==> src/bcfd_pkg.sv <==
// shared widths, command struct and constants for the bezier forward difference core
package bcfd_pkg;

    // fixed point formats
    localparam int COORD_FRAC_BITS = 16;
    localparam int ACCUM_FRAC_BITS = 32;
    localparam int FRAC_SHIFT      = ACCUM_FRAC_BITS - COORD_FRAC_BITS;
    localparam int COORD_W         = 32;
    localparam int ACC_W           = 64;

    // segment count and its powers
    localparam int N_W             = 6;
    localparam int N2_W            = 2 * N_W;
    localparam int N3_W            = 3 * N_W;
    localparam logic [N_W-1:0] SEG_RESET = N_W'(16);

    // coefficient and numerator widths
    localparam int COEF_W          = COORD_W + 6;
    localparam int NUM_W           = COEF_W + N2_W + 2;

    // long divider, four quotient bits per cycle
    localparam int DIV_RADIX_BITS  = 4;
    localparam int DIVD_W          = ((NUM_W + FRAC_SHIFT + DIV_RADIX_BITS - 1)
                                      / DIV_RADIX_BITS) * DIV_RADIX_BITS;
    localparam int DIV_STEPS       = DIVD_W / DIV_RADIX_BITS;
    localparam int ITER_W          = $clog2(DIV_STEPS);

    // which difference a division produces
    localparam logic [1:0] SEL_D1  = 2'd0;
    localparam logic [1:0] SEL_D2  = 2'd1;
    localparam logic [1:0] SEL_D3  = 2'd2;

    // commands from the controller to the axis lanes
    typedef struct packed {
        logic       capture;
        logic       mul;
        logic       sum;
        logic       div_load;
        logic       div_step;
        logic       div_store;
        logic [1:0] div_sel;
        logic       advance;
    } cmd_t;

endpackage

==> src/bcfd_ctrl.sv <==
// sequencer: setup, three divisions per axis and point emission
module bcfd_ctrl
(
    input  logic                            clk,
    input  logic                            rst_n,
    input  logic                            cfg_wr_en,
    input  logic [bcfd_pkg::N_W-1:0]        cfg_wr_data,
    input  logic                            in_valid,
    output logic                            in_stall,
    output logic                            out_valid,
    input  logic                            out_stall,
    output bcfd_pkg::cmd_t                  cmd,
    output logic [bcfd_pkg::N_W-1:0]        n_val,
    output logic [bcfd_pkg::N2_W-1:0]       n2_val,
    output logic [bcfd_pkg::N3_W-1:0]       n3_val,
    output logic [bcfd_pkg::N_W-1:0]        step_index,
    output logic                            last_point
);

    localparam logic [2:0] ST_IDLE   = 3'd0;
    localparam logic [2:0] ST_SQ     = 3'd1;
    localparam logic [2:0] ST_CUBE   = 3'd2;
    localparam logic [2:0] ST_NUM    = 3'd3;
    localparam logic [2:0] ST_DLOAD  = 3'd4;
    localparam logic [2:0] ST_DSTEP  = 3'd5;
    localparam logic [2:0] ST_DSTORE = 3'd6;
    localparam logic [2:0] ST_EMIT   = 3'd7;

    logic [2:0]                     state_reg, state_next;
    logic [bcfd_pkg::N_W-1:0]       seg_reg;
    logic [bcfd_pkg::N_W-1:0]       n_reg, n_next;
    logic [bcfd_pkg::N2_W-1:0]      n2_reg, n2_next;
    logic [bcfd_pkg::N3_W-1:0]      n3_reg, n3_next;
    logic [bcfd_pkg::ITER_W-1:0]    iter_reg, iter_next;
    logic [1:0]                     sel_reg, sel_next;
    logic [bcfd_pkg::N_W-1:0]       step_reg, step_next;
    logic                           in_xact;
    logic                           out_xact;
    logic                           last;

    assign in_stall  = (state_reg != ST_IDLE);
    assign out_valid = (state_reg == ST_EMIT);
    assign in_xact   = in_valid && !in_stall;
    assign out_xact  = out_valid && !out_stall;
    assign last      = (step_reg == n_reg);

    // next state and commands
    always_comb
    begin
        state_next = state_reg;
        n_next     = n_reg;
        n2_next    = n2_reg;
        n3_next    = n3_reg;
        iter_next  = iter_reg;
        sel_next   = sel_reg;
        step_next  = step_reg;
        cmd        = '0;
        cmd.div_sel = sel_reg;
        case (state_reg)
            ST_IDLE:
            begin
                if (in_xact)
                begin
                    cmd.capture = 1'b1;
                    n_next      = (seg_reg == '0) ? bcfd_pkg::N_W'(1) : seg_reg;
                    state_next  = ST_SQ;
                end
            end
            ST_SQ:
            begin
                n2_next    = bcfd_pkg::N2_W'(n_reg) * bcfd_pkg::N2_W'(n_reg);
                state_next = ST_CUBE;
            end
            ST_CUBE:
            begin
                n3_next    = bcfd_pkg::N3_W'(n2_reg) * bcfd_pkg::N3_W'(n_reg);
                cmd.mul    = 1'b1;
                state_next = ST_NUM;
            end
            ST_NUM:
            begin
                cmd.sum    = 1'b1;
                sel_next   = bcfd_pkg::SEL_D1;
                state_next = ST_DLOAD;
            end
            ST_DLOAD:
            begin
                cmd.div_load = 1'b1;
                iter_next    = '0;
                state_next   = ST_DSTEP;
            end
            ST_DSTEP:
            begin
                cmd.div_step = 1'b1;
                iter_next    = iter_reg + 1'b1;
                if (iter_reg == bcfd_pkg::ITER_W'(bcfd_pkg::DIV_STEPS - 1))
                begin
                    state_next = ST_DSTORE;
                end
            end
            ST_DSTORE:
            begin
                cmd.div_store = 1'b1;
                if (sel_reg == bcfd_pkg::SEL_D3)
                begin
                    step_next  = '0;
                    state_next = ST_EMIT;
                end
                else
                begin
                    sel_next   = sel_reg + 1'b1;
                    state_next = ST_DLOAD;
                end
            end
            ST_EMIT:
            begin
                if (out_xact)
                begin
                    cmd.advance = 1'b1;
                    if (last)
                    begin
                        state_next = ST_IDLE;
                    end
                    else
                    begin
                        step_next = step_reg + 1'b1;
                    end
                end
            end
            default:
            begin
                state_next = ST_IDLE;
            end
        endcase
    end

    // control registers
    always_ff @(posedge clk or negedge rst_n)
    begin
        if (!rst_n)
        begin
            state_reg <= ST_IDLE;
            seg_reg   <= bcfd_pkg::SEG_RESET;
            n_reg     <= '0;
            n2_reg    <= '0;
            n3_reg    <= '0;
            iter_reg  <= '0;
            sel_reg   <= '0;
            step_reg  <= '0;
        end
        else
        begin
            state_reg <= state_next;
            if (cfg_wr_en)
            begin
                seg_reg <= cfg_wr_data;
            end
            n_reg    <= n_next;
            n2_reg   <= n2_next;
            n3_reg   <= n3_next;
            iter_reg <= iter_next;
            sel_reg  <= sel_next;
            step_reg <= step_next;
        end
    end

    assign n_val      = n_reg;
    assign n2_val     = n2_reg;
    assign n3_val     = n3_reg;
    assign step_index = step_reg;
    assign last_point = last;

endmodule

==> config.mk <==
export PLATFORM = sky130hd
export DESIGN_NAME = bcfd_ctrl
export DESIGN_NICKNAME = d
export VERILOG_FILES = /design/src/bcfd_pkg.sv /design/src/bcfd_ctrl.sv
export SDC_FILE = /design/constraint.sdc
export NUM_CORES = 1
export LEC_CHECK = 0
export BUFFER_PORTS_ARGS = -buffer_cell sky130_fd_sc_hd__buf_2
export CORE_MARGIN = 3
export CORE_UTILIZATION = 36
export DETAILED_ROUTE_END_ITERATION = 7
export GPL_ROUTABILITY_DRIVEN = 0
export GPL_TIMING_DRIVEN = 1
export PLACE_DENSITY = 0.52
export RECOVER_POWER = 50
export SYNTH_ARGS = -nofsm -noshare
export SYNTH_HDL_FRONTEND = slang
export SYNTH_SLANG_ARGS = --single-unit
==> constraint.sdc <==
create_clock -name clk -period 4.6 [get_ports clk]
set_input_delay 0.92 -clock clk [delete_from_list [all_inputs] [get_ports clk]]
set_output_delay 0.92 -clock clk [all_outputs]
set_load 0.01 [all_outputs]
# --- Word-level counts from Yosys, hierarchy flattened ---
# Cells that the tools add are included.
word_totals:
  reg_bits: 58
  inputBits: 11
  out_inout_bits: 54
op_classes:
  add_sub_neg: 3
  multipliers: 2
  eq_ne: 17
  mux: 23
  n_reduce_logical: 14
op_table:
  columns: ["operator", "n"]
  rows:
  - ["6-bit 2-to-1 mux", 4]
  - ["3-bit one-hot mux with 8 select lines", 1]
  - ["12-bit by 6-bit multiplier with 18-bit output", 1]
  - ["3-bit equality test, second input constant", 4]
  - ["6-bit by 6-bit multiplier with 12-bit output", 1]
  - ["3-bit 2-to-1 mux", 4]
  - ["6-bit one-hot mux with 2 select lines", 1]
  - ["2-bit inequality test, second input constant", 5]
  - ["5-bit one-hot mux with 2 select lines", 1]
  - ["1-bit 2-to-1 mux", 9]
  - ["4-bit AND reduction", 2]
  - ["6-bit by 1-bit adder with 6-bit output, second input constant", 1]
  - ["3-bit by 2-bit equality test with 1-bit output, second input constant", 2]
  - ["6-bit equality test", 1]
  - ["6-bit logical NOT", 1]
  - ["2-bit nonzero test", 3]
  - ["5-bit by 1-bit adder with 5-bit output, second input constant", 1]
  - ["5-bit equality test, second input constant", 1]
  - ["2-bit 2-to-1 mux", 2]
  - ["2-bit by 1-bit inequality test with 1-bit output, second input constant", 2]
  - ["2-bit one-hot mux with 2 select lines", 1]
  - ["2-bit AND reduction", 2]
  - ["3-bit by 1-bit equality test with 1-bit output, second input constant", 1]
  - ["3-bit logical NOT", 1]
  - ["other kinds (5)", 7]

# --- Logic depth before layout (Yosys ltp) ---
logic_depth:
  ltp_word: 5
  ltp_mapped: 16

# --- Worst setup path after synthesis ---
# Ideal clock, no wire load.
synth_timing:
  path_kind: "reg2reg"
  start: "reg n_reg, in the netlist n_val[4]"
  end: "reg n3_reg, in the netlist n3_val[10]"
  t_arrival_ns: 4.028
  t_required_ns: 4.480
  setup_slack_ns: 0.453
  path_stages_with_launch: 16
  path_buffers: 2
  synth_period_minus_slack_ns: 4.147
  cell_sequence: "dfrtp_1 clkbuf_1 clkbuf_1 and2_1 fa_1 fa_1 inv_1 fa_1 inv_1 ha_1 o21ai_0 nor2_1 o31a_1 o21a_1 or3_1 a31o_1"
synth_via:
  elab_chain_cells: 1
synth_rtl:
  columns: ["item", "line", "text"]
  rows:
  - ["start, declared", "bcfd_ctrl.sv:31", "logic [bcfd_pkg::N_W-1:0] n_reg, n_next;"]
  - ["start signal, assigned", "bcfd_ctrl.sv:158", "n_reg <= n_next;"]
  - ["12-bit by 6-bit multiplier with 18-bit output", "bcfd_ctrl.sv:76", "n3_next = bcfd_pkg::N3_W'(n2_reg) * bcfd_pkg::N3_W'(n_reg);"]
  - ["end signal, assigned", "bcfd_ctrl.sv:160", "n3_reg <= n3_next;"]
  - ["end, declared", "bcfd_ctrl.sv:33", "logic [bcfd_pkg::N3_W-1:0] n3_reg, n3_next;"]
# No other way between the ends.
# A chain may end at the register's enable or synchronous reset.

# --- Worst setup path after layout ---
layout_timing:
  start: "reg n_reg, in the netlist n_val[5]"
  end: "reg n3_reg, in the netlist n3_val[17]"
# The elaborated chain is that of the path after synthesis.

==> run summary <==
Die Y -> 128 µm
Worst slew margin -> -1.12
Share of cells above drive strength 1 -> 0.143
Asr flop ratio synth -> 1.00
Vias in the first global route -> 4092
Max VDD drop -> 307 µV
TNS Setup -> 0 ns
Max Fclk -> 237 MHz
Final std cells w/o fill -> 843
Clock Power Share -> 0.189
Syn-to-layout area delta -> 14.8%
Yosys cell types -> 52
Failing checks -> max-capacitance violations, max-slew violations
Mapped cell area -> 5370 µm²
Total Die Area -> 16400 µm²
Final setup fails -> 0
Post-DP HPWL -> 9030 µm
CTS root buf -> clkbuf_16
Seq pwr share -> 0.260
Worst Tran Pin Value -> 3.18 ns
Gate Count Post-Synth -> 598
Dpl ws -> 0.398 ns
Post-synth EDFFs -> 0
Fin. max-slew vios -> 58
CTS Hold Buffers Added -> 0
Pwr per Cell Area -> 602 nW/µm²
CTS buffer count -> 9
Hold Crit Class -> flop to flop
Post-synthesis register bit count -> 57
Rows -> 43
Filler cells -> 1456
Post-Place Cells -> 827
Most frequent cells in the layout -> inv_1, and2_1, nand2_1
DR WL/cell -> 13.9 µm
Detail Route Antenna Nets -> 0
Worst Setup End Kind -> flop
# IOs -> 65
Critical Path Most Common Cell -> fa_1
Nets -> 759
Data arrival, critical path -> 4.39 ns
Crit-path max FO -> 20
Sequential fraction of the synthesis area -> 0.266
Synth Area per Inst -> 8.97 µm²
Status -> finished, violations left
First-pass GRT wire length -> 19900 µm
Bufs on Longest Clock Path -> 2
CP peak stage delay -> 0.76 ns
Grt total ovfl -> 0
CP cell instances -> and2_1 -> fa_1 -> fa_1 -> inv_1 -> fa_1 -> inv_1 -> ha_1 -> o21a_1 -> a211oi_1 -> o31ai_1 -> a31oi_1 -> xor2_1 -> o21ai_0
CTS tree -> yes
Port bufs -> 63
Final worst setup slack -> 0.375 ns
Switching Fraction -> 0.456
Largest net degree at the start of global routing -> 58
Combinational fraction of design power -> 0.550
Antenna diodes -> 0
Leak -> 3.21 nW
Post-Route WL -> 11700 µm
Worst-path clk slew -> 0.06 ns
Max Cap Viol -> 1
Top FF cell, synth -> dfrtp_1
Min cycle time layout -> 4.22 ns
Clock Sinks -> 57
Synth Warn # -> 0
WS Path Type -> flop to flop
Setup Skew -> 0.00867 ns
Vias -> 4081
TritonRoute pass-1 iters -> 6
First DRT Iteration DRCs -> 198
H-tree depth -> 3
Initial antenna violation count -> 0
GRT Total Usage -> 0.149
Post-CTS setup buffer count -> 0
Internal power -> 2.02 mW
Number of flip-flops in the largest register -> 18
CP delay by family, top -> adder cells
Leading cell type in the layout, fill and taps excluded -> inv_1
DRC errors left -> 0
CP startpoint kind -> flop
Via density -> 4.84
RSZ-0062 raised after global routing -> no
Post_cts resized -> 0
CP bufs+invs -> 2
Core ar. -> 14200 µm²
Slowest-stage cell, CP -> dfrtp_1
Switch Pwr -> 1.69 mW
Skew-Pair Late Insertion Delay -> 0.33 ns
Die X -> 128 µm
Period Utilization, post-route -> 0.918
Data required, critical path -> 4.76 ns
Final Hold Viols -> 0
Initial core utilization -> 0.378
==> layer usage <==
metal | up-vias | GRT usage | wire (µm)
met4 | 0 | 0.0431 | 121
met5 | - | 0 | 0
met3 | 9 | 0.0346 | 465
met1 | 1941 | 0.203 | 5690
met2 | 84 | 0.239 | 5450
li1 | 2047 | - | -
==> area by class of cell <==
type | instances | area [µm²] | share of cell area
Multi-Input combinational cell | 430 | 3510 | 0.570
Clock inverter | 6 | 82.6 | 0.0134
Sequential cell | 57 | 1430 | 0.232
Tap cell | 180 | 225 | 0.0365
Inverter | 90 | 338 | 0.0548
Timing Repair Buffer | 70 | 349 | 0.0566
Clock buffer | 10 | 229 | 0.0372
==> worst register-to-register path: cells and delay by family (launching register included) <==
family | cells | cell delay [ns]
adder cells (fa/ha/maj) | 4 | 1.83
AO/OA/AOI/OAI | 5 | 0.95
flip-flops | 1 | 0.76
AND/OR/NAND/NOR | 1 | 0.26
XOR/XNOR | 1 | 0.16
buffers and inverters | 2 | 0.09
==> synth_stat cells (3+ instances only) <==
library cell | instances | area (µm²)
a211oi_1 | 5 | 37.5
a21o_1 | 6 | 45.0
a21oi_1 | 20 | 100
a31oi_1 | 6 | 37.5
and2_1 | 70 | 438
and3_1 | 4 | 25.0
buf_2 | 4 | 20.0
clkbuf_1 | 19 | 71.3
dfrtp_1 | 56 | 1400
fa_1 | 46 | 921
ha_1 | 44 | 551
inv_1 | 90 | 338
mux2_2 | 14 | 158
mux2i_1 | 3 | 30.0
nand2_1 | 60 | 225
nand3_1 | 11 | 55.1
nor2_1 | 23 | 86.3
nor2b_1 | 4 | 25.0
nor3_1 | 6 | 30.0
o21a_1 | 6 | 45.0
o21ai_0 | 39 | 195
o21bai_1 | 3 | 22.5
o31ai_1 | 5 | 37.5
or3_1 | 3 | 18.8
xnor2_1 | 9 | 78.8
xor2_1 | 14 | 123
==> power groups by stage <==
stage | clock network (mW) | registers, mW | logic [mW]
after floorplan | 0 | 0.875 | 1.57
after global placement | 0 | 0.969 | 2.03
after detailed placement | 0 | 0.978 | 2.06
after CTS | 0.718 | 0.970 | 2.08
after global routing | 0.744 | 1.01 | 2.39
final | 0.702 | 0.966 | 2.04
==> cells by family (layout without fill, tap and decap cells) <==
| kind of cell | after synthesis | after routing | synth area share |
|---|---|---|---|
| buf+inv | 114 | 176 | 0.0814 |
| flops | 57 | 57 | 0.266 |
| simple gates | 191 | 191 | 0.182 |
| fa+ha+maj | 90 | 90 | 0.274 |
| compound gates | 105 | 105 | 0.123 |
| mux | 17 | 17 | 0.0350 |
| xor+xnor | 23 | 23 | 0.0375 |
| other cells | 1 | 4 | 0.000699 |
==> final timing paths <==
check / start / endpoint / slack (ns) / depth (start not counted)
max: n_val[5] / n3_val[17] / 0.38 / 13
min: n3_val[1] / n3_val[1] / 0.46 / 2
max reg2reg: n_val[5] / n3_val[17] / 0.38 / 13
min reg2reg: n3_val[1] / n3_val[1] / 0.46 / 2
max in group asynchronous: rst_n / n_val[2] / 1.06 / 2
min in group asynchronous: rst_n / n3_val[12] / 1.74 / 2
==> through the flow <==
step / total power [mW] / cell area [µm²] / hold WS (ns) / util
after floorplan: 2.44 / 5380 / 0.468 / -
after global placement: 3.00 / 5870 / 0.444 / 0.413
after detailed placement: 3.04 / 5870 / 0.452 / 0.413
after CTS: 3.77 / 6180 / 0.463 / 0.435
after global routing: 4.15 / 6160 / 0.490 / 0.434
final: 3.71 / 6160 / 0.460 / 0.434
Power figures use the tool's default switching activity.
