$ cat src/bcfd_pkg.sv
// shared widths, command struct and constants for the bezier forward difference core
package bcfd_pkg;

    // fixed point formats
    localparam int COORD_FRAC_BITS = 16;
    localparam int ACCUM_FRAC_BITS = 32;
    localparam int FRAC_SHIFT      = ACCUM_FRAC_BITS - COORD_FRAC_BITS;
    localparam int COORD_W         = 32;
    localparam int ACC_W           = 64;

    // segment count and its powers
    localparam int N_W             = 6;
    localparam int N2_W            = 2 * N_W;
    localparam int N3_W            = 3 * N_W;
    localparam logic [N_W-1:0] SEG_RESET = N_W'(16);

    // coefficient and numerator widths
    localparam int COEF_W          = COORD_W + 6;
    localparam int NUM_W           = COEF_W + N2_W + 2;

    // long divider, four quotient bits per cycle
    localparam int DIV_RADIX_BITS  = 4;
    localparam int DIVD_W          = ((NUM_W + FRAC_SHIFT + DIV_RADIX_BITS - 1)
                                      / DIV_RADIX_BITS) * DIV_RADIX_BITS;
    localparam int DIV_STEPS       = DIVD_W / DIV_RADIX_BITS;
    localparam int ITER_W          = $clog2(DIV_STEPS);

    // which difference a division produces
    localparam logic [1:0] SEL_D1  = 2'd0;
    localparam logic [1:0] SEL_D2  = 2'd1;
    localparam logic [1:0] SEL_D3  = 2'd2;

    // commands from the controller to the axis lanes
    typedef struct packed {
        logic       capture;
        logic       mul;
        logic       sum;
        logic       div_load;
        logic       div_step;
        logic       div_store;
        logic [1:0] div_sel;
        logic       advance;
    } cmd_t;

endpackage

$ cat src/bcfd_div.sv
// signed floor divider of a scaled numerator by n cubed, four bits per cycle while step is high
module bcfd_div
(
    input  logic                                clk,
    input  logic                                load,
    input  logic                                step,
    input  logic signed [bcfd_pkg::NUM_W-1:0]   numer,
    input  logic        [bcfd_pkg::N3_W-1:0]    denom,
    output logic        [bcfd_pkg::ACC_W-1:0]   quot
);

    logic                               neg_reg;
    logic [bcfd_pkg::DIVD_W-1:0]        dvd_reg;
    logic [bcfd_pkg::DIVD_W-1:0]        dvd_next;
    logic [bcfd_pkg::N3_W-1:0]          rem_reg;
    logic [bcfd_pkg::N3_W-1:0]          rem_next;
    logic [bcfd_pkg::NUM_W-1:0]         mag;
    logic [bcfd_pkg::ACC_W-1:0]         q0;
    logic [bcfd_pkg::ACC_W-1:0]         q_neg;

    // magnitude of the numerator
    assign mag = numer[bcfd_pkg::NUM_W-1] ? bcfd_pkg::NUM_W'(-numer)
                                          : bcfd_pkg::NUM_W'(numer);

    // four restoring steps per cycle
    always_comb
    begin
        logic [bcfd_pkg::N3_W:0]        trial;
        logic [bcfd_pkg::N3_W-1:0]      rem_v;
        logic [bcfd_pkg::DIVD_W-1:0]    dvd_v;
        rem_v = rem_reg;
        dvd_v = dvd_reg;
        trial = '0;
        for (int i = 0; i < bcfd_pkg::DIV_RADIX_BITS; i++)
        begin
            trial = {rem_v, dvd_v[bcfd_pkg::DIVD_W-1]};
            dvd_v = {dvd_v[bcfd_pkg::DIVD_W-2:0], 1'b0};
            if (trial >= {1'b0, denom})
            begin
                trial    = trial - {1'b0, denom};
                dvd_v[0] = 1'b1;
            end
            rem_v = trial[bcfd_pkg::N3_W-1:0];
        end
        rem_next = rem_v;
        dvd_next = dvd_v;
    end

    // shift register holds dividend, then quotient
    always_ff @(posedge clk)
    begin
        if (load)
        begin
            neg_reg <= numer[bcfd_pkg::NUM_W-1];
            dvd_reg <= bcfd_pkg::DIVD_W'({mag, {bcfd_pkg::FRAC_SHIFT{1'b0}}});
            rem_reg <= '0;
        end
        else if (step)
        begin
            dvd_reg <= dvd_next;
            rem_reg <= rem_next;
        end
    end

    // round toward minus infinity for negative numerators
    assign q0    = dvd_reg[bcfd_pkg::ACC_W-1:0];
    assign q_neg = bcfd_pkg::ACC_W'(0) - (q0 + bcfd_pkg::ACC_W'(|rem_reg));
    assign quot  = neg_reg ? q_neg : q0;

endmodule

$ cat src/bcfd_lane.sv
// one axis: coefficients, difference setup and forward difference accumulator
module bcfd_lane
(
    input  logic                                clk,
    input  bcfd_pkg::cmd_t                      cmd,
    input  logic        [bcfd_pkg::N_W-1:0]     n_val,
    input  logic        [bcfd_pkg::N2_W-1:0]    n2_val,
    input  logic        [bcfd_pkg::N3_W-1:0]    n3_val,
    input  logic signed [bcfd_pkg::COORD_W-1:0] p0,
    input  logic signed [bcfd_pkg::COORD_W-1:0] p1,
    input  logic signed [bcfd_pkg::COORD_W-1:0] p2,
    input  logic signed [bcfd_pkg::COORD_W-1:0] p3,
    output logic signed [bcfd_pkg::COORD_W-1:0] point
);

    logic signed [bcfd_pkg::COEF_W-1:0] e0, e1, e2, e3;
    logic signed [bcfd_pkg::COEF_W-1:0] d30, d12, d10, sb;
    logic signed [bcfd_pkg::COEF_W-1:0] a_next, b_next, c_next;
    logic signed [bcfd_pkg::COEF_W-1:0] a_reg, b_reg, c_reg;
    logic signed [bcfd_pkg::NUM_W-1:0]  a_ext, n_ext, n2_ext;
    logic signed [bcfd_pkg::NUM_W-1:0]  bn_reg, cn2_reg;
    logic signed [bcfd_pkg::NUM_W-1:0]  a6;
    logic signed [bcfd_pkg::NUM_W-1:0]  num1_reg, num2_reg, num3_reg;
    logic signed [bcfd_pkg::NUM_W-1:0]  div_num;
    logic        [bcfd_pkg::ACC_W-1:0]  quot;
    logic        [bcfd_pkg::ACC_W-1:0]  acc_reg, d1_reg, d2_reg, d3_reg;

    // power basis coefficients from the control points
    assign e0     = bcfd_pkg::COEF_W'(p0);
    assign e1     = bcfd_pkg::COEF_W'(p1);
    assign e2     = bcfd_pkg::COEF_W'(p2);
    assign e3     = bcfd_pkg::COEF_W'(p3);
    assign d30    = e3 - e0;
    assign d12    = e1 - e2;
    assign d10    = e1 - e0;
    assign sb     = e0 - (e1 <<< 1) + e2;
    assign a_next = d30 + d12 + (d12 <<< 1);
    assign b_next = sb + (sb <<< 1);
    assign c_next = d10 + (d10 <<< 1);

    // operands for the numerator products
    assign a_ext  = bcfd_pkg::NUM_W'(a_reg);
    assign n_ext  = bcfd_pkg::NUM_W'({1'b0, n_val});
    assign n2_ext = bcfd_pkg::NUM_W'({1'b0, n2_val});
    assign a6     = (a_ext <<< 2) + (a_ext <<< 1);

    // numerator picked for the current division
    always_comb
    begin
        case (cmd.div_sel)
            bcfd_pkg::SEL_D1: div_num = num1_reg;
            bcfd_pkg::SEL_D2: div_num = num2_reg;
            default:          div_num = num3_reg;
        endcase
    end

    bcfd_div u_div
    (
        .clk   (clk),
        .load  (cmd.div_load),
        .step  (cmd.div_step),
        .numer (div_num),
        .denom (n3_val),
        .quot  (quot)
    );

    // coefficient, product and numerator registers
    always_ff @(posedge clk)
    begin
        if (cmd.capture)
        begin
            a_reg <= a_next;
            b_reg <= b_next;
            c_reg <= c_next;
        end
        if (cmd.mul)
        begin
            bn_reg  <= bcfd_pkg::NUM_W'(b_reg) * n_ext;
            cn2_reg <= bcfd_pkg::NUM_W'(c_reg) * n2_ext;
        end
        if (cmd.sum)
        begin
            num1_reg <= a_ext + bn_reg + cn2_reg;
            num2_reg <= a6 + (bn_reg <<< 1);
            num3_reg <= a6;
        end
    end

    // accumulator and differences
    always_ff @(posedge clk)
    begin
        if (cmd.capture)
        begin
            acc_reg <= bcfd_pkg::ACC_W'(p0) << bcfd_pkg::FRAC_SHIFT;
        end
        else if (cmd.advance)
        begin
            acc_reg <= acc_reg + d1_reg;
            d1_reg  <= d1_reg + d2_reg;
            d2_reg  <= d2_reg + d3_reg;
        end
        else if (cmd.div_store)
        begin
            case (cmd.div_sel)
                bcfd_pkg::SEL_D1: d1_reg <= quot;
                bcfd_pkg::SEL_D2: d2_reg <= quot;
                default:          d3_reg <= quot;
            endcase
        end
    end

    // truncate accumulator to the coordinate format
    assign point = acc_reg[bcfd_pkg::FRAC_SHIFT+bcfd_pkg::COORD_W-1:bcfd_pkg::FRAC_SHIFT];

endmodule

$ cat config.mk
export PLATFORM = sky130hd
export DESIGN_NAME = bcfd_lane
export DESIGN_NICKNAME = d
export VERILOG_FILES = /design/src/bcfd_pkg.sv /design/src/bcfd_div.sv /design/src/bcfd_lane.sv
export SDC_FILE = /design/constraint.sdc
export NUM_CORES = 2
export LEC_CHECK = 0
export CORE_UTILIZATION = 60
export CTS_CLUSTER_SIZE = 20
export DETAILED_ROUTE_END_ITERATION = 8
export DONT_BUFFER_PORTS = 1
export PLACE_DENSITY = 0.8
export SLEW_MARGIN = 20
export SYNTH_ARGS = -nofsm -noshare
export SYNTH_HDL_FRONTEND = slang
export SYNTH_HIERARCHICAL = 1
export SYNTH_SLANG_ARGS = --single-unit
$ cat constraint.sdc
create_clock -name clk -period 19.3 [get_ports clk]
set_input_delay 0.965 -clock clk [delete_from_list [all_inputs] [get_ports clk]]
set_output_delay 0.965 -clock clk [all_outputs]
set_load 0.005 [all_outputs]
**Word-level counts from Yosys, hierarchy flattened**

Cells that the tools add are included.

- Bits in registers: 696
- Input bits: 174
- Output and inout port bits: 32

- Add/subtract/negate cells: 23
- Multiply operators: 2
- Magnitude comparators: 4
- Equality and inequality tests: 1
- Muxes and demuxes: 21
- Bitwise operators: 3
- Reductions and logical operators: 11

Operator list:

| cell | count |
|---|---|
| 64-bit two-way mux | 9 |
| 64-bit adder | 3 |
| 68-bit two-way mux | 2 |
| 52-bit case mux with 2 select lines | 1 |
| 32-bit by 32-bit subtractor with 33-bit output | 3 |
| 19-bit by 18-bit greater-or-equal comparator with 1-bit output | 4 |
| 18-bit two-way mux | 4 |
| 18-bit subtractor | 4 |
| 64-bit by 1-bit adder with 64-bit output | 1 |
| 1-bit by 64-bit subtractor with 64-bit output (first input constant) | 1 |
| 35-bit by 52-bit adder with 52-bit output | 1 |
| 38-bit by 52-bit adder with 52-bit output | 1 |
| 52-bit adder | 1 |
| 52-bit two-way mux | 1 |
| 52-bit negation | 1 |
| 35-bit by 13-bit multiplier with 48-bit output | 1 |
| 37-bit by 7-bit multiplier with 44-bit output | 1 |
| 37-bit by 36-bit adder with 38-bit output | 1 |
| 35-bit by 36-bit adder with 37-bit output | 1 |
| 33-bit by 34-bit adder with 35-bit output | 1 |
| 34-bit by 32-bit adder with 35-bit output | 1 |
| 34-bit by 34-bit adder with 35-bit output | 1 |
| 33-bit by 33-bit adder with 34-bit output | 1 |
| 32-bit by 33-bit subtractor with 34-bit output | 1 |
| 9 further kinds | 19 |

**Logic depth before layout (Yosys ltp)**

- Word-level depth: 10
- Gate-level depth with buffers: 49
- Depth with buffers taken out: 44

**Hierarchy**

The synthesis kept the hierarchy.

Modules (own cells, without submodules):

| module | instances | cells each | area each (µm²) | seq. area each (µm²) |
|---|---|---|---|---|
| bcfd_lane | 1 | 7216 | 67513.5 | 15785.1 |
| bcfd_div | 1 | 1765 | 13098.8 | 2272.2 |

**Worst setup path before layout**

No wires, ideal clock.

- Kind: input to register
- Start: in n3_val[2] in the netlist's numbering
- End: reg u_div/rem_reg[15] in the netlist's numbering
- Setup time: 0.176 ns
- Arrival: 11.241 ns
- Required time: 19.124 ns
- Setup slack: 7.883 ns
- Cell stages on the path: 45
- Path through: inv_1 ha_1 a21oi_1 a211oi_1 o2111ai_1 o311ai_1 clkbuf_1 clkbuf_1 clkbuf_1 mux2i_1 inv_1 ha_1 nor2_1 a211oi_1 o21ai_0 o211ai_1 a21oi_1 o211ai_1 (+9 left out) nor2_1 or3b_1 nand2_1 clkbuf_1 o21ai_0 ha_1 or4_1 o21ai_0 o2111ai_1 a31o_2 a21oi_1 a21boi_0 a311o_1 a21oi_1 buf_2 buf_2 mux2i_1 o22ai_1

- Cells in the longest elaborated chain, start to end: 8
- Elaborated cells on any way between the ends: 12
- Those cells by class: add/sub (4); order compare (4); mux (4)

RTL lines:

| what | line | text |
|---|---|---|
| start, declared | bcfd_lane.sv:8 | `input logic [bcfd_pkg::N3_W-1:0] n3_val,` |
| 18-bit subtractor or 19-bit by 18-bit greater-or-equal comparator with 1-bit output (tied branches) | bcfd_div.sv:40, bcfd_div.sv:38 |  |
| 18-bit two-way mux | bcfd_div.sv:38 | `if (trial >= {1'b0, denom})` |
| 18-bit subtractor or 19-bit by 18-bit greater-or-equal comparator with 1-bit output (tied branches) | bcfd_div.sv:40, bcfd_div.sv:38 |  |
| 18-bit two-way mux | bcfd_div.sv:38 |  |
| 18-bit subtractor or 19-bit by 18-bit greater-or-equal comparator with 1-bit output (tied branches) | bcfd_div.sv:40, bcfd_div.sv:38 |  |
| 18-bit two-way mux | bcfd_div.sv:38 |  |
| 18-bit subtractor or 19-bit by 18-bit greater-or-equal comparator with 1-bit output (tied branches) | bcfd_div.sv:40, bcfd_div.sv:38 |  |
| 18-bit two-way mux (*) | bcfd_div.sv:38 |  |
| end signal, assigned | bcfd_div.sv:61 | `rem_reg <= rem_next;` |
| end, declared | bcfd_div.sv:15 | `logic [bcfd_pkg::N3_W-1:0] rem_reg;` |

Mark *: on every way between the ends. The rest lies on a longest branch, timed or not.
A chain may end at the register's enable or synchronous reset.

**Final worst setup path**

- Start: in n3_val[7] in the netlist's numbering
- End: reg u_div/rem_reg[6] in the netlist's numbering

- Cells in the longest elaborated chain, start to end: 8
- Elaborated cells on any way between the ends: 12
- Those cells by class: add/sub (4); order compare (4); mux (4)

RTL lines:

| what | line |
|---|---|
| 18-bit subtractor or 19-bit by 18-bit greater-or-equal comparator with 1-bit output (tied branches) | bcfd_div.sv:40, bcfd_div.sv:38 |
| 18-bit two-way mux | bcfd_div.sv:38 |
| 18-bit subtractor or 19-bit by 18-bit greater-or-equal comparator with 1-bit output (tied branches) | bcfd_div.sv:40, bcfd_div.sv:38 |
| 18-bit two-way mux | bcfd_div.sv:38 |
| 19-bit by 18-bit greater-or-equal comparator with 1-bit output or 18-bit subtractor (tied branches) | bcfd_div.sv:38, bcfd_div.sv:40 |
| 18-bit two-way mux | bcfd_div.sv:38 |
| 18-bit subtractor or 19-bit by 18-bit greater-or-equal comparator with 1-bit output (tied branches) | bcfd_div.sv:40, bcfd_div.sv:38 |
| 18-bit two-way mux (*) | bcfd_div.sv:38 |

Marked as above.

==> reports/metrics.yaml <==
worst_setup_path:
  slowest_stage: "nand2_1"
  crit_buf_inv: 5
  ff2ff_path_depth: 40
  cp.arrival_ns: 12.63
  cp-end-kind: "flop"
  reg2reg_slack_ns: 7.32
  cpPeakStageDelay_ns: 0.67
  path_depth: 41
  path_class: "primary input to flop"
  cp_top_family: "compound AO/OA/AOI/OAI gates"
  worst_setup_path_start_kind: "primary input"
  crit_start: "n3_val[7]"
  worstSetupEndpoint: "u_div/rem_reg[6]"
  r2r-start: "u_div/rem_reg[6]"
  required_ns: 19.86
  worstPathMaxFanout: 31
  reg2reg_to: "u_div/rem_reg[6]"
timing:
  finalSetupTns_ns: 0
  period_needed_ns: 12.07
  finalHoldViolations: 0
  timing.fmax_mhz: 82.9
  max_slew.worst_pin.slew_ns: 1.17
  slew_violations: 0
  fin_skew_ns: 0.0526
  fin_hold_ws_ns: 0.341
  finalSetupViolCount: 0
  post-route-period-util_pct: 62.5
  rsz0062_at_grt: "false"
  slew-limit-headroom_pct: 21.4
floorplan:
  die_y_um: 366
  core_um2: 131000
  ios: 206
  initial_core_util_pct: 60.4
  dieArea_um2: 134000
  num_rows: 133
  die_x_um: 366
cts:
  clk_path_buf_depth: 3
  cts_sinks: 618
  clk_pin_slew_ns: 0.07
  cts_setup_buffers: 0
  clk_latency_ns: 0.70
  cts_hold_buf: 0
  h-tree-depth: 3
  cts_tree: "yes"
  cts_root_buf: "clkbuf_16"
  post_cts_resized: 0
  cts_made_buffers: 77
drt:
  avgRoutedWirePerCell_um: 20.6
  drc: 0
  postRouteWirelength_um: 214000
  via_per_inst: 6.06
  wl_met1_um: 88500
  wl_met3_um: 15100
  vias: 62975
  dr.pass1.iters: 6
  antenna_left: 0
  routed.top_layer: "met5"
  met2WireLength_um: 98700
  drt_iter0_drc: 5030
synthesis:
  syn_inst: 8790
  synth_area_um2: 79400
  synth.net_count: 10427
  synth_warnings: 6
  syn_avg_cell_area_um2: 9.03
outcome:
  status: "complete, no violations"
global_route:
  track_usage_pct: 32.2
  antenna_found_initial: 17
  grt_max_degree: 165
  overflow: 0
  grt_pass1_vias: 62518
  grt_pass1_wl_um: 337000
finish:
  largest_register_ffs: 68
  nets: 10199
  syn2layout_area_growth_pct: 4.69
  final_cell_mix: "1158 x inv_1, 784 x ha_1, 745 x nand2_1"
  layout-drive-gt1-share_pct: 3.21
  layout_commonest_cell: "inv_1"
placement:
  detailed_place_hpwl_um: 175000
  gp_congestion: 1.00
  port-buffer-count: 0
worst_hold_path:
  holdCritPathClass: "primary input to flop"
job:
  drv_cap: 0
-- per-layer routing --
layer / global-route usage [%] / up-vias
met5: 0 / -
met4: 16.3 / 8
met3: 5.38 / 504
met2: 52.9 / 2259
met1: 41.0 / 30487
li1: - / 29717
-- area by class of cell --
| type | count | area (um^2) |
|---|---|---|
| Timing Repair Buffer | 16 | 140 |
| Clock inverter | 58 | 704 |
| Clock buffer | 84 | 1950 |
| Tap cell | 1755 | 2200 |
| Inverter | 1159 | 4350 |
| Antenna cell | 15 | 37.5 |
| Fill cell | 10679 | 48200 |
| Multi-Input combinational cell | 6690 | 55600 |
| Sequential cell | 618 | 18100 |
-- stage by stage --
stage,util (%),cell area (um^2),worst slack [ns],cells
3_3_place_gp,61.2,80400,6.60,10236
5_1_grt,63.3,83100,6.35,10387
6_report,63.3,83100,7.23,10395
4_1_cts,63.2,83000,7.20,10378
3_5_place_dp,61.2,80400,6.48,10236
2_1_floorplan,-,79400,7.88,8790
-- how the worst min path moves through the flow --
stage                  endpoint  cells after the start  slack, ns        from
6_report       u_div/rem_reg[2]                      1       0.34      cmd[5]
5_1_grt        u_div/rem_reg[2]                      1       0.31      cmd[5]
4_1_cts        u_div/rem_reg[2]                      1       0.29      cmd[5]
3_5_place_dp         acc_reg[4]                      2       0.47  acc_reg[4]
3_3_place_gp         acc_reg[4]                      2       0.45  acc_reg[4]
2_1_floorplan        acc_reg[4]                      2       0.45  acc_reg[4]
-- worst register-to-register path: cells and delay by family (launching register included) --
| family | cells | cell delay [ns] |
|---|---|---|
| simple gates | 8 | 2.72 |
| mux | 2 | 0.62 |
| buf+inv | 4 | 1.13 |
| fa+ha+maj | 4 | 1.33 |
| flops | 1 | 0.34 |
| compound gates | 22 | 5.72 |
Power is not shown: default switching activity piles up to over one toggle a cycle in this logic, so the estimate is an artifact.
